`config.mk`:
```
export PLATFORM = sky130hd
export DESIGN_NAME = length_prefixed_frame_receiver_unit
export DESIGN_NICKNAME = d
export VERILOG_FILES = /design/src/rtl/lpfr_pkg.sv /design/src/rtl/lpfr_parse.sv /design/src/rtl/length_prefixed_frame_receiver_unit.sv
export SDC_FILE = /design/constraint.sdc
export NUM_CORES = 1
export LEC_CHECK = 0
export BUFFER_PORTS_ARGS = -buffer_cell sky130_fd_sc_hd__buf_2
export CAP_MARGIN = 20
export CORE_MARGIN = 2
export CORE_UTILIZATION = 53
export DETAILED_ROUTE_END_ITERATION = 8
export HOLD_SLACK_MARGIN = 0.1
export MAX_ROUTING_LAYER = met4
export PLACE_DENSITY = 0.9
export SYNTH_ARGS = -nofsm -noshare
export SYNTH_HDL_FRONTEND = slang
export SYNTH_HIERARCHICAL = 1
export SYNTH_SLANG_ARGS = --single-unit
export TNS_END_PERCENT = 20
```
`constraint.sdc`:
```
create_clock -name clk_i -period 4.5 [get_ports clk_i]
set_input_delay 0.225 -clock clk_i [delete_from_list [all_inputs] [get_ports clk_i]]
set_output_delay 0.225 -clock clk_i [all_outputs]
set_load 0.02 [all_outputs]
```
`src/rtl/lpfr_pkg.sv`:
```
package lpfr_pkg;

  localparam logic [7:0] HdrFirst   = 8'hAA;
  localparam logic [7:0] HdrSecond  = 8'hAF;
  localparam logic [7:0] FuncBad    = 8'hFF;
  localparam logic [7:0] LimitReset = 8'd50;

  localparam int unsigned ApbAddrW = 2;
  localparam int unsigned ApbDataW = 32;

  typedef struct packed {
    logic       valid;
    logic [7:0] function_code;
    logic [7:0] frame_length;
    logic [7:0] byte_index;
    logic [7:0] data_byte;
    logic       last;
    logic       sum_ok;
  } lpfr_result_t;

endpackage

```
`src/rtl/lpfr_parse.sv`:
```
module lpfr_parse (
  input  logic                  clk_i,
  input  logic                  rst_ni,
  input  logic                  step_i,
  input  logic [7:0]            rx_byte_i,
  input  logic [7:0]            length_limit_i,
  output lpfr_pkg::lpfr_result_t result_o
);
  import lpfr_pkg::*;

  localparam logic [2:0] PhIdle = 3'd0;
  localparam logic [2:0] PhHdr1 = 3'd1;
  localparam logic [2:0] PhHdr2 = 3'd2;
  localparam logic [2:0] PhFunc = 3'd3;
  localparam logic [2:0] PhData = 3'd4;
  localparam logic [2:0] PhSum  = 3'd5;

  logic [2:0] phase_q, phase_d;
  logic [7:0] func_q, func_d;
  logic [7:0] len_q, len_d;
  logic [7:0] left_q, left_d;
  logic [7:0] seen_q, seen_d;
  logic [7:0] sum_q, sum_d;
  logic [7:0] sum_add;

  assign sum_add = sum_q + rx_byte_i;

  always_comb begin
    phase_d = phase_q;
    func_d  = func_q;
    len_d   = len_q;
    left_d  = left_q;
    seen_d  = seen_q;
    sum_d   = sum_q;

    result_o               = '0;
    result_o.function_code = func_q;
    result_o.frame_length  = len_q;
    result_o.data_byte     = rx_byte_i;
    result_o.byte_index    = seen_q;

    phase_d = PhIdle;
    unique case (phase_q)
      PhIdle: begin
        if (rx_byte_i == HdrFirst) begin
          phase_d = PhHdr1;
          sum_d   = rx_byte_i;
        end
      end
      PhHdr1: begin
        if (rx_byte_i == HdrSecond) begin
          phase_d = PhHdr2;
          sum_d   = sum_add;
        end
      end
      PhHdr2: begin
        if (rx_byte_i < FuncBad) begin
          phase_d = PhFunc;
          func_d  = rx_byte_i;
          sum_d   = sum_add;
        end
      end
      PhFunc: begin
        if (rx_byte_i < length_limit_i) begin
          phase_d = PhData;
          len_d   = rx_byte_i;
          left_d  = rx_byte_i;
          seen_d  = '0;
          sum_d   = sum_add;
        end
      end
      PhData: begin
        if (left_q != '0) begin
          left_d         = left_q - 8'd1;
          seen_d         = seen_q + 8'd1;
          sum_d          = sum_add;
          phase_d        = (left_q == 8'd1) ? PhSum : PhData;
          result_o.valid = 1'b1;
        end
      end
      PhSum: begin
        result_o.valid  = 1'b1;
        result_o.last   = 1'b1;
        result_o.sum_ok = (rx_byte_i == sum_q);
      end
      default: phase_d = PhIdle;
    endcase
  end

  always_ff @(posedge clk_i or negedge rst_ni) begin
    if (!rst_ni) begin
      phase_q <= PhIdle;
      func_q  <= '0;
      len_q   <= '0;
      left_q  <= '0;
      seen_q  <= '0;
      sum_q   <= '0;
    end else if (step_i) begin
      phase_q <= phase_d;
      func_q  <= func_d;
      len_q   <= len_d;
      left_q  <= left_d;
      seen_q  <= seen_d;
      sum_q   <= sum_d;
    end
  end

  assert property (@(posedge clk_i) disable iff (!rst_ni)
    (phase_q == PhData) |-> (left_q + seen_q == len_q))
    else $error("Payload counters disagree with the frame length.");

  assert property (@(posedge clk_i) disable iff (!rst_ni)
    (phase_q == PhSum) |-> (left_q == '0 && seen_q == len_q))
    else $error("Checksum phase entered with payload outstanding.");

endmodule

```
`src/rtl/length_prefixed_frame_receiver_unit.sv`:
```
// Channel   Direction  Handshake             Payload
// in        input      in_valid_i/in_ready_o  rx_byte_i
// out       output     out_valid_o/out_ready_i function_code_o, frame_length_o,
//                                             byte_index_o, data_byte_o, last_o, sum_ok_o
// apb       input      psel/penable/pready   pwrite, paddr, pwdata, prdata
//
// Each byte waits in the input register and is then parsed into the result register;
// only payload and checksum bytes produce a result on the output channel.
// One byte per cycle is sustained while the output is not stalled; the parser state updates once per byte.
// Reset clears the parser to idle and the length limit to 50.
// A stalled output holds the input register, and in_ready_o drops only then.
module length_prefixed_frame_receiver_unit (
  input  logic                           clk_i,
  input  logic                           rst_ni,
  input  logic                           in_valid_i,
  output logic                           in_ready_o,
  input  logic [7:0]                     rx_byte_i,
  output logic                           out_valid_o,
  input  logic                           out_ready_i,
  output logic [7:0]                     function_code_o,
  output logic [7:0]                     frame_length_o,
  output logic [7:0]                     byte_index_o,
  output logic [7:0]                     data_byte_o,
  output logic                           last_o,
  output logic                           sum_ok_o,
  input  logic                           psel,
  input  logic                           penable,
  input  logic                           pwrite,
  input  logic [lpfr_pkg::ApbAddrW-1:0]  paddr,
  input  logic [lpfr_pkg::ApbDataW-1:0]  pwdata,
  output logic [lpfr_pkg::ApbDataW-1:0]  prdata,
  output logic                           pready
);
  import lpfr_pkg::*;

  logic         in_valid_q;
  logic [7:0]   in_byte_q;
  logic [7:0]   limit_q;
  logic         out_valid_q;
  lpfr_result_t res_q;
  lpfr_result_t res_d;
  logic         advance;

  assign pready  = 1'b1;
  assign prdata  = (paddr == '0) ? {{(ApbDataW-8){1'b0}}, limit_q} : '0;

  always_ff @(posedge clk_i or negedge rst_ni) begin
    if (!rst_ni) begin
      limit_q <= LimitReset;
    end else if (psel && penable && pwrite && pready) begin
      limit_q <= pwdata[7:0];
    end
  end

  assign advance    = in_valid_q && (!out_valid_q || out_ready_i);
  assign in_ready_o = !in_valid_q || advance;

  always_ff @(posedge clk_i or negedge rst_ni) begin
    if (!rst_ni) begin
      in_valid_q <= 1'b0;
    end else if (in_ready_o) begin
      in_valid_q <= in_valid_i;
    end
  end

  always_ff @(posedge clk_i) begin
    if (in_valid_i && in_ready_o) begin
      in_byte_q <= rx_byte_i;
    end
  end

  lpfr_parse u_parse (
    .clk_i          (clk_i),
    .rst_ni         (rst_ni),
    .step_i         (advance),
    .rx_byte_i      (in_byte_q),
    .length_limit_i (limit_q),
    .result_o       (res_d)
  );

  always_ff @(posedge clk_i or negedge rst_ni) begin
    if (!rst_ni) begin
      out_valid_q <= 1'b0;
    end else if (advance) begin
      out_valid_q <= res_d.valid;
    end else if (out_ready_i) begin
      out_valid_q <= 1'b0;
    end
  end

  always_ff @(posedge clk_i) begin
    if (advance && res_d.valid) begin
      res_q <= res_d;
    end
  end

  assign out_valid_o     = out_valid_q;
  assign function_code_o = res_q.function_code;
  assign frame_length_o  = res_q.frame_length;
  assign byte_index_o    = res_q.byte_index;
  assign data_byte_o     = res_q.data_byte;
  assign last_o          = res_q.last;
  assign sum_ok_o        = res_q.sum_ok;

  assert property (@(posedge clk_i) disable iff (!rst_ni)
    (out_valid_o && last_o) |-> (byte_index_o == frame_length_o))
    else $error("Checksum transfer index differs from the frame length.");

  assert property (@(posedge clk_i) disable iff (!rst_ni)
    (out_valid_o && !last_o) |-> (!sum_ok_o && byte_index_o < frame_length_o))
    else $error("Payload transfer carries a bad index or a sum flag.");

  assert property (@(posedge clk_i) disable iff (!rst_ni)
    !in_ready_o |-> (in_valid_q && out_valid_o && !out_ready_i))
    else $error("Input stalled without a blocked output.");

endmodule
```
Yosys cells after proc, flatten, opt, wreduce, memory -nomap -nowiden
Cells that the tools add are included.

cells by class
  add/sub/neg operators = 3
  multiply operators = 0
  divide/modulo/power cells = 0
  order comparisons = 2
  eq/ne operators = 14
  shifts and indexed selects = 0
  multiplexer cells = 25
  bitwise operators = 0
  reductions and logical operators = 19

operators by type and width
  kind                                                                 count
  8-bit 2-to-1 mux                                                     10
  8-bit one-hot mux with 5 select lines                                1
  8-bit one-hot mux with 2 select lines                                2
  8-bit == test (second input constant)                                2
  3-bit one-hot mux with 5 select lines                                1
  2-bit by 1-bit != test with 1-bit output (second input constant)     5
  8-bit by 1-bit adder with 8-bit output (second input constant)       1
  8-bit adder                                                          1
  8-bit by 1-bit == test with 1-bit output (second input constant)     1
  8-bit == test                                                        1
  8-bit less-than comparator                                           1
  8-bit less-than comparator (second input constant)                   1
  8-bit nonzero test                                                   1
  8-bit by 1-bit subtractor with 8-bit output (second input constant)  1
  7-bit AND reduction                                                  1
  3-bit by 2-bit == test with 1-bit output (second input constant)     2
  3-bit == test (second input constant)                                2
  2-bit 2-to-1 mux                                                     3
  3-bit 2-to-1 mux                                                     2
  3-bit AND reduction                                                  2
  1-bit logical AND                                                    5
  1-bit 2-to-1 mux                                                     5
  5-bit nonzero test                                                   1
  4-bit AND reduction                                                  1
  7 further kinds                                                      10

storage, ports and cells
  flip-flop bits (word level) = 95
  latch bits = 0
  bits in writable memories = 0
  memory bits (read-only) = 0
  input bits = 49
  output and inout bits = 69
  word-level logic and storage cells = 79
  memories kept = 0

Longest topological paths before layout
  depth after elaboration = 5
  mapped depth = 9
  mapped depth without buffers = 9

Cells and area by module
Netlist, hierarchy kept.

modules (own cells, without submodules)
  module                               times used  cells an instance  area an instance (sq um)  seq. area each (sq um)
  lpfr_parse                           1           306                2805.2                    1076.0
  length_prefixed_frame_receiver_unit  1           105                1918.1                    1515.2

Worst setup path after synthesis
OpenSTA, ideal clock, no wires.

  path type = register to register
  start point = reg u_parse.phase_q[1]
  end point = reg res_q, in the netlist byte_index_o[0], enable pin
  library setup time = 0.429 ns
  data arrival time = 2.925 ns
  data required time = 4.071 ns
  slack = 1.146 ns
  cell stages (with the launch flop) = 8
  path buffers = 2
  period minus slack after synthesis = 3.354 ns
  cells stage by stage = dfrtp_1 clkbuf_1 nor2_1 nand2_1 clkbuf_1 o21ai_0 nand2_1 nor2b_1

RTL lines
  element                   RTL line                                   RTL
  start: declaration        lpfr_parse.sv:18                           logic [2:0] phase_q, phase_d;
  start signal: assignment  lpfr_parse.sv:92                           phase_q <= PhIdle;
  start signal: assignment  lpfr_parse.sv:99                           phase_q <= phase_d;
  end signal: assignment    length_prefixed_frame_receiver_unit.sv:93  res_q <= res_d;
  end: declaration          length_prefixed_frame_receiver_unit.sv:40  lpfr_result_t res_q;

==> results.cfg <==
[setup_path]
critPathSlowestCell = nor2b_4
critPathCaptureType = flip-flop
critPathMostFrequentCell = nand2_1
crit_family = simple AND/OR/NAND/NOR gates
rr_startpoint = u_parse/phase_q[0]
crit_chain = nor2_1, nand2_1, o21ai_0, nand2_1, nor2b_4
cp.depth = 5
slowest_delay_ns = 0.78
reg2reg_to = function_code_o[2]
critical_path_buf_inv_count = 0
crit_arrival_ns = 2.90
crit_type = flip-flop to flip-flop
cp.required_ns = 4.49
reg2regPathDepth = 5
r2r_slack_ns = 1.60
crit_start = u_parse/phase_q[0]
crit_fanout = 34
startpoint_type = flip-flop

[sta]
timing.hold.ws_ns = 0.112
max_freq_mhz = 344
grt_setup_unrepaired = no
max-slew-margin-rel = 0.353
period_share = 0.645
worstMarginPinSlew_ns = 0.968
slew_violations = 0
skew_ns = 0.00864
period_needed_ns = 2.90
setup_violations = 0
finalHoldViolations = 0
finalSetupTns_ns = 0

[clocking]
cts.repair.resized = 0
cts_buffers = 9
hold_buffers = 15
htree_num_levels = 3
cts.sinks = 95
cts_root_buf = clkbuf_8
cts_max_path_buffers = 2
cts_setup_buffers = 0
clk_pin_slew_worst_paths_ns = 0.09
cts_tree = built
clock_latency_ns = 0.37

[floorplan]
core_sq_um = 8680
start_util = 0.544
io_pins = 118
fp.dieH_um = 98.4
die_width_um = 98.4
die-area_sq_um = 9680
core.rowCount = 34

[yosys]
synthesis.area_sq_um = 4720
synth_top_cell_by_area = edfxtp_1
ys_seq_area_frac = 0.549
synth_enable_flop_cells = 42
async_flop_share = 0.558
postSynthAreaPerCell_sq_um = 11.5
netlist-cell-type-count = 57
syn_inst = 411
ys_warn_count = 6
synth.area.top_cells = edfxtp_1 27%, dfrtp_1 26%, mux2_2 6.2%
ys_seq_elements = 95
synth_top_area_share = 0.267
synth_ff_type = dfrtp_1

[routing]
vias = 3408
drt_iter0_drc = 255
postRouteAntennaNets = 0
viasPerCell = 5.71
routedWlPerCell_um = 16.4
drt-total-wl_mm = 9.78
drc = 0
first_pass_iters = 5

[global_routing]
overflow = 0
first_global_vias = 3358
antenna_found_initial = 0
grt.total_usage = 0.212
grt_max_degree = 54
grt_pass1_wl_mm = 15.8

[min_path]
hold_depth = 2
hold_start = pwdata[4]
min_to = limit_q[4]
hold_path.class = primary input to flip-flop

[power]
p_per_area_nw_per_um2 = 413
leakagePower_nw = 2.38
worst_ir_drop_vdd_mv = 0.290
power_mw = 2.21

[finish]
final_core_util = 0.616
diodes = 0
area_growth_syn_to_layout_pct = 13.2
nNetsFinal = 552
drive_gt1_frac = 0.256
finalNonFillerCells = 597

[status]
status = finished clean

[place]
gp_congestion = 0.936
portBuffers = 68
dp.cells = 566
hpwl_mm = 6.52

[run]
drv_cap = 0
## metrics by stage
step	setup slack [ns]	cell area, sq um
after floorplan	1.15	4810
after global placement	1.77	4990
after detailed placement	1.60	4990
after CTS	1.57	5350
after global routing	1.34	5350
final	1.60	5350
## routing by layer
metal  vias to the layer above  part of all wire  wire, um  global-route usage
met5                         -                 0         0                   -
met4                         0             0.022       218              0.0969
met3                        22             0.066       642              0.0365
met2                       180              0.50      4910               0.346
met1                      1636              0.41      4010               0.257
li1                       1570                 -         -                   -
## area by class of cell
class | instances | area (sq um)
fillers | 676 | 3330
flip-flops and latches | 95 | 2590
multi-input cells | 276 | 1840
repair buffers | 86 | 513
well taps | 108 | 135
clock buffers | 9 | 124
clock inverters | 7 | 80.1
inverters | 16 | 60.1
## where the power goes
group	internal [mW]	total, mW	switching [mW]
clock network	0.264	0.578	0.315
registers	1.01	1.11	0.0947
logic	0.223	0.525	0.302
## worst register-to-register path: stages (launching register included)
cell and delay (ns):
dfrtp_1 0.52, nor2_1 0.25, nand2_1 0.39, o21ai_0 0.39, nand2_1 0.17, nor2b_4 0.78
## cells in the mapped netlist (2+ instances only)
| cell type | instances |
|---|---|
| dfrtp_1 | 50 |
| edfxtp_1 | 42 |
| o21ai_0 | 41 |
| buf_4 | 33 |
| nand2_1 | 27 |
| mux2_2 | 26 |
| nor2_1 | 24 |
| ha_1 | 18 |
| inv_1 | 16 |
| a21oi_1 | 15 |
| and2_1 | 12 |
| nor3_1 | 12 |
| nand3_1 | 9 |
| buf_2 | 6 |
| a211oi_1 | 5 |
| clkbuf_1 | 5 |
| and3_1 | 4 |
| nand2b_1 | 4 |
| nor2b_1 | 4 |
| dfstp_2 | 3 |
| nor3b_1 | 3 |
| nor4b_1 | 3 |
| xor2_1 | 3 |
| a2111oi_0 | 2 |
| a21o_1 | 2 |
| a22oi_1 | 2 |
| buf_6 | 2 |
| conb_1 | 2 |
| nand3b_1 | 2 |
| nand4_1 | 2 |
| nor4_1 | 2 |
| o22ai_1 | 2 |
| o31a_1 | 2 |
| or3_1 | 2 |
| xnor2_1 | 2 |
## cells in the final DEF (no fill, tap or decap), types with 3 or more instances in the layout
cell type	netlist	layout
buf_4	33	3
nand2b_1	4	4
a211oi_1	5	5
nand2_1	27	27
inv_1	16	16
edfxtp_1	42	42
and2_1	12	12
dfrtp_1	50	50
nor3_1	12	12
nor4b_1	3	3
nor2_1	24	24
nor2b_1	4	3
dfstp_2	3	3
clkbuf_8	0	9
xor2_1	3	3
a21oi_1	15	15
nand3_1	9	9
conb_1	2	25
buf_2	6	68
ha_1	18	18
dlygate4sd3_1	0	15
o21ai_0	41	41
and3_1	4	4
mux2_2	26	26
nor3b_1	3	3
## worst max path at each step
| stage | endpoint |
|---|---|
| 2_1_floorplan | byte_index_o[0] |
| 3_3_place_gp | data_byte_o[6] |
| 3_5_place_dp | data_byte_o[4] |
| 4_1_cts | function_code_o[3] |
| 5_1_grt | function_code_o[3] |
| 6_report | function_code_o[2] |
## cell families (layout without fill, tap and decap cells)
| family | Yosys count | count (layout) | share of synthesized area |
|---|---|---|---|
| buffers and inverters | 63 | 118 | 0.0811 |
| other | 2 | 25 | 0.00159 |
| and+or+nand+nor | 114 | 114 | 0.126 |
| adders and majority gates | 19 | 19 | 0.0519 |
| AOI/OAI and AO/OA | 86 | 86 | 0.117 |
| DFF | 95 | 95 | 0.549 |
| xor gates and xnor gates | 5 | 5 | 0.00927 |
| muxes | 27 | 27 | 0.0641 |
No activity file was read; power rests on OpenSTA's default activity.
